$ cat config.mk
export PLATFORM = sky130hd
export DESIGN_NAME = isl_ctrl
export DESIGN_NICKNAME = d
export VERILOG_FILES = /design/src/rtl/isl_pkg.sv /design/src/rtl/isl_ctrl.sv
export SDC_FILE = /design/constraint.sdc
export NUM_CORES = 1
export LEC_CHECK = 0
export ABC_AREA = 0
export BUFFER_PORTS_ARGS = -buffer_cell sky130_fd_sc_hd__buf_2
export CAP_MARGIN = 5
export CORE_AREA = 4 4 59 74
export CTS_CLUSTER_DIAMETER = 80
export CTS_CLUSTER_SIZE = 14
export DETAILED_ROUTE_END_ITERATION = 8
export DIE_AREA = 0 0 63 78
export GPL_TIMING_DRIVEN = 0
export PLACE_DENSITY_LB_ADDON = 0.12
export SYNTH_ARGS = -nofsm -noshare
export SYNTH_HDL_FRONTEND = slang
export SYNTH_SLANG_ARGS = --single-unit
$ cat constraint.sdc
create_clock -name clk -period 3.3 [get_ports clk]
set_clock_uncertainty 0.1 [all_clocks]
set_input_delay 0.66 -clock clk [delete_from_list [all_inputs] [get_ports clk]]
set_output_delay 0.66 -clock clk [all_outputs]
set_load 0.01 [all_outputs]
$ cat src/rtl/isl_pkg.sv
// Package for the indexed shift list: sizes, operation and status codes,
// and the control word that the controller broadcasts to the entry cells.
// No dependencies.
package isl_pkg;

  // List capacity and the widths that follow from it.
  localparam int ISL_CAPACITY = 64;
  localparam int ISL_IDX_W    = (ISL_CAPACITY > 1) ? $clog2(ISL_CAPACITY) : 1;
  localparam int ISL_CNT_W    = $clog2(ISL_CAPACITY + 1);

  // Field widths of the input and result words.
  localparam int ISL_OP_W     = 3;
  localparam int ISL_DATA_W   = 32;
  localparam int ISL_POS_W    = 7;
  localparam int ISL_OCNT_W   = 7;
  localparam int ISL_STAT_W   = 2;

  // Width used to compare a position against the entry count.
  localparam int ISL_CMP_W    = (ISL_CNT_W > ISL_POS_W) ? ISL_CNT_W : ISL_POS_W;

  typedef enum logic [ISL_OP_W-1:0] {
    OP_APPEND       = 3'd0,
    OP_PREPEND      = 3'd1,
    OP_INSERT       = 3'd2,
    OP_REMOVE_LAST  = 3'd3,
    OP_REMOVE_FIRST = 3'd4,
    OP_READ         = 3'd5
  } isl_op_t;

  typedef enum logic [ISL_STAT_W-1:0] {
    ST_OK    = 2'd0,
    ST_FULL  = 2'd1,
    ST_RANGE = 2'd2,
    ST_EMPTY = 2'd3
  } isl_status_t;

  // Control word seen by every cell in the chain.
  typedef struct packed {
    logic                         ins;    // insert: cells above idx take the left neighbor
    logic                         del;    // remove first: every cell takes the right neighbor
    logic [ISL_IDX_W-1:0]         idx;    // insert slot or read slot
    logic signed [ISL_DATA_W-1:0] value;  // value written into the insert slot
  } isl_cell_ctl_t;

  // Per-word outcome from the controller.
  typedef struct packed {
    logic                 read_ok;
    isl_status_t          status;
    logic [ISL_CNT_W-1:0] count;
  } isl_result_t;

endpackage

$ cat src/rtl/isl_ctrl.sv
// Controller of the indexed shift list: decodes the operation, checks range,
// full and empty, keeps the entry count and drives the cell control word.
// Depends on isl_pkg.
module isl_ctrl (
  input  logic                                  clk,
  input  logic                                  rst_n,
  input  logic                                  fire,
  input  logic [isl_pkg::ISL_OP_W-1:0]          operation,
  input  logic signed [isl_pkg::ISL_DATA_W-1:0] value,
  input  logic [isl_pkg::ISL_POS_W-1:0]         position,
  output isl_pkg::isl_cell_ctl_t                ctl,
  output isl_pkg::isl_result_t                  result
);

  logic [isl_pkg::ISL_CNT_W-1:0] count_r;
  logic [isl_pkg::ISL_CNT_W-1:0] count_nxt;
  logic [isl_pkg::ISL_CMP_W-1:0] cnt_ext;
  logic [isl_pkg::ISL_CMP_W-1:0] pos_ext;
  logic                          full;
  logic                          empty;
  isl_pkg::isl_op_t              op;

  assign op      = isl_pkg::isl_op_t'(operation);
  assign cnt_ext = isl_pkg::ISL_CMP_W'(count_r);
  assign pos_ext = isl_pkg::ISL_CMP_W'(position);
  assign full    = (count_r == isl_pkg::ISL_CNT_W'(isl_pkg::ISL_CAPACITY));
  assign empty   = (count_r == '0);

  // Decode one word into a cell command and its outcome.
  always_comb begin
    ctl.ins        = 1'b0;
    ctl.del        = 1'b0;
    ctl.idx        = position[isl_pkg::ISL_IDX_W-1:0];
    ctl.value      = value;
    result.read_ok = 1'b0;
    result.status  = isl_pkg::ST_OK;
    count_nxt      = count_r;
    unique case (op)
      isl_pkg::OP_APPEND: begin
        ctl.idx = count_r[isl_pkg::ISL_IDX_W-1:0];
        if (full) begin
          result.status = isl_pkg::ST_FULL;
        end else begin
          ctl.ins   = 1'b1;
          count_nxt = count_r + 1'b1;
        end
      end
      isl_pkg::OP_PREPEND: begin
        ctl.idx = '0;
        if (full) begin
          result.status = isl_pkg::ST_FULL;
        end else begin
          ctl.ins   = 1'b1;
          count_nxt = count_r + 1'b1;
        end
      end
      isl_pkg::OP_INSERT: begin
        if (pos_ext > cnt_ext) begin
          result.status = isl_pkg::ST_RANGE;
        end else if (full) begin
          result.status = isl_pkg::ST_FULL;
        end else begin
          ctl.ins   = 1'b1;
          count_nxt = count_r + 1'b1;
        end
      end
      isl_pkg::OP_REMOVE_LAST: begin
        if (empty) begin
          result.status = isl_pkg::ST_EMPTY;
        end else begin
          count_nxt = count_r - 1'b1;
        end
      end
      isl_pkg::OP_REMOVE_FIRST: begin
        if (empty) begin
          result.status = isl_pkg::ST_EMPTY;
        end else begin
          ctl.del   = 1'b1;
          count_nxt = count_r - 1'b1;
        end
      end
      isl_pkg::OP_READ: begin
        if (pos_ext >= cnt_ext) begin
          result.status = isl_pkg::ST_RANGE;
        end else begin
          result.read_ok = 1'b1;
        end
      end
      default: begin
        // Unused codes change nothing.
      end
    endcase
    result.count = count_nxt;
  end

  // Entry count register.
  always_ff @(posedge clk) begin
    if (!rst_n) begin
      count_r <= '0;
    end else if (fire) begin
      count_r <= count_nxt;
    end
  end

endmodule

==> metrics.yaml <==
status:
  outcome: "finished, final reports clean"
final_layout:
  multi_input_area_um2: 1040
  post-route-util: 0.526
  num_antenna_cells: 0
  fillers: 379
  largest_reg_flops: 7
  nets: 332
  layout_commonest_cell: "buf_2"
  final_cell_mix: "buf_2 (62), buf_4 (38), nand2_1 (18), nor2_1 (14), a21oi_1 (13)"
  area.sequential_um2: 148
  area_growth_pct: 30.2
  drive_gt1_frac: 0.466
  finalNonFillerCells: 317
placement:
  place_congestion: 0.853
  dp_cells: 311
  port_buffers: 59
  dp_hpwl_mm: 3.88
clock_network:
  cts_max_level: 1
  clockBufferDepth: 2
  cts_buffers: 3
  root_buffer: "clkbuf_8"
  clock_sinks: 7
  insertion_delay_ns: 0.23
  tritoncts: "built"
  clk_pin_slew_ns: 0.04
setup_path:
  required_ns: 2.54
  crit_chain: "inv_2 > ha_1 > or3b_1 > buf_2 > o41ai_2 > o41ai_1 > o32ai_2 > o21ai_1 > buf_2"
  cpPeakStageDelay_ns: 0.39
  path_common_cell: "buf_2"
  cp-end-kind: "output pin"
  rrSetupSlack_ns: 0.83
  startpoint_type: "register"
  reg2reg_to: "cnt_ext[2]$_SDFFE_PN0P_"
  slowest_stage: "dfxtp_2"
  cp_data_arrival_time_ns: 2.40
  crit_type: "register to output pin"
  r2r_cells: 9
  r2r_start: "cnt_ext[4]$_SDFFE_PN0P_"
  cp_max_fo: 11
synth:
  netlist_instances: 212
  synthAdderAreaFrac: 0.0749
  netlist-cell-type-count: 52
  synth_area_um2: 1500
  ys.flop_type: "dfxtp_1"
  async_flop_share: 0
  synthSimpleGateAreaFrac: 0.254
  synth_enable_flop_cells: 0
  synth_mux_area_frac: 0
  synth_nets: 266
  yosysWarnings: 0
  synth_xor_area_frac: 0
  ys_seq_area_frac: 0.0933
  avgSynthCellArea_um2: 7.09
  synth_top_family_by_area: "compound AO/OA/AOI/OAI gates"
  ys_ff_latch: 7
  synth_compound_area_frac: 0.351
global_route:
  grt_max_degree: 13
  grt_pass1_wl_mm: 7.11
  gr-total-overflow: 0
  track_usage: 0.177
  grt_antenna_before_repair: 0
  grt_pass1_vias: 1520
floorplanning:
  initial_core_util: 0.404
  ios: 95
  die-area_um2: 4910
  core_um2: 3720
  die_x_um: 63
  row_count: 25
  die_y_um: 78
detailed_routing:
  wl_per_cell_um: 14.9
  wl_met1_mm: 1.87
  drt-initial-drc-count: 82
  drt-pass1-iter-count: 4
  dr_wl_met3_um: 265
  post_drt_via_cell_ratio: 5.43
  drcViolationCount: 0
  highest_layer: "met4"
  wl_met2_mm: 2.53
  vias: 1720
  ant_nets: 0
  routed_wl_mm: 4.72
power_and_ir_drop:
  power_frac_seq: 0.198
  swShare: 0.399
  power_frac_comb: 0.555
  clkPwrFrac: 0.247
  p_leak_nw: 0.975
  switchingPower_uw: 198
  irDropWorstVdd_mv: 0.167
  p_total_uw: 496
  p_int_uw: 298
  p_per_area_nw_per_um2: 253
sta:
  min_period_over_period: 0.956
  grt_setup_unrepaired: "false"
  achievable-frequency_mhz: 317
  hold_slack_ns: 0.489
  drv_slew: 0
  hold_viol: 0
  min_period_ns: 3.16
  worst_pin_slew_ns: 0.462
  finalSetupViolations: 0
  max_slew_margin: 0.690
worst_hold_path:
  min_path_type: "register to register"
  hold_path_depth: 2
  min_to: "cnt_ext[0]$_SDFFE_PN0P_"
  hp-start: "cnt_ext[0]$_SDFFE_PN0P_"
job:
  maxCapViolCount: 0
## power groups by stage
| stage | logic (mW) | clock network (mW) | registers, mW |
|---|---|---|---|
| floorplan | 0.193 | 0 | 0.0925 |
| global placement | 0.270 | 0 | 0.0931 |
| detailed placement | 0.271 | 0 | 0.0932 |
| CTS | 0.268 | 0.122 | 0.0977 |
| global route | 0.304 | 0.127 | 0.0985 |
| finish | 0.275 | 0.123 | 0.0981 |
## timing repair
action                                  CTS  global route
endpoints found under the setup margin    9             7
pin swaps                                 0             5
hold buffers                              0             0
setup buffers                             0             5
resized for setup                         6             9
## cell families (layout without fill, tap and decap cells)
group | Yosys count | in the layout
AO/OA/AOI/OAI | 71 | 71
buffers and inverters | 53 | 118
adder cells (fa/ha/maj) | 9 | 9
AND/OR/NAND/NOR | 72 | 72
flip-flops | 7 | 7
## layer usage
metal	global-route usage	up-vias
met2	0.341	57
li1	-	882
met5	0	-
met1	0.196	775
met4	0.0397	0
met3	0.0333	6
## cells in the mapped netlist (2+ instances only)
cell type	n	area (um2)
a211oi_1	3	22.5
a21o_1	6	45.0
a21oi_1	14	70.1
a21oi_2	2	17.5
a31oi_1	6	37.5
a32o_1	3	30.0
and2_1	2	12.5
and3_1	4	25.0
buf_2	3	15.0
buf_4	33	248
buf_6	2	22.5
clkbuf_1	6	22.5
dfxtp_1	7	140
ha_1	9	113
inv_1	8	30.0
nand2_1	18	67.6
nand3_1	10	50.1
nand3b_1	2	15.0
nand4_1	2	12.5
nor2_1	14	52.6
nor3_1	6	30.0
nor3_2	2	20.0
o211ai_1	3	22.5
o21a_1	3	22.5
o21ai_0	5	25.0
o21ai_1	6	30.0
o31ai_1	7	52.6
o41ai_2	2	32.5
## critical path, delay by kind of cell, from the launching register on
family          cells  cell delay [ns]
simple gates        1             0.36
flops               1             0.39
compound gates      4             0.73
fa+ha+maj           1             0.23
buf+inv             3             0.45
## through the flow
step / TNS [ns] / cell area [um2] / setup WS, ns
after global placement: -0.377 / 1850 / -0.160
after detailed placement: -0.233 / 1850 / -0.120
after CTS: 0 / 1900 / 0.0000411
after global routing: 0 / 1960 / 0.0186
after floorplan: 0 / 1500 / 0.306
final: 0 / 1960 / 0.144
## cell type report
type,instances,area share
plain buffers,42,0.157
clock buffers,4,0.0230
multi-input cells,152,0.533
flip-flops and latches,7,0.0754
inverters,8,0.0153
well taps,40,0.0256
repair buffers,64,0.170
## how the worst max path moves through the flow
stage / startpoint / endpoint / slack (ns) / cells past startpoint
after floorplan: cnt_ext[4]$_SDFFE_PN0P_ / result[2] / 0.31 / 8
after global placement: cnt_ext[5]$_SDFFE_PN0P_ / result[2] / -0.16 / 9
after detailed placement: cnt_ext[5]$_SDFFE_PN0P_ / result[2] / -0.12 / 9
after CTS: cnt_ext[4]$_SDFFE_PN0P_ / result[2] / 0.00004 / 9
after global routing: cnt_ext[4]$_SDFFE_PN0P_ / result[0] / 0.02 / 10
final: cnt_ext[0]$_SDFFE_PN0P_ / result[0] / 0.14 / 9
Note: power is estimated with default switching activity, not from simulation.
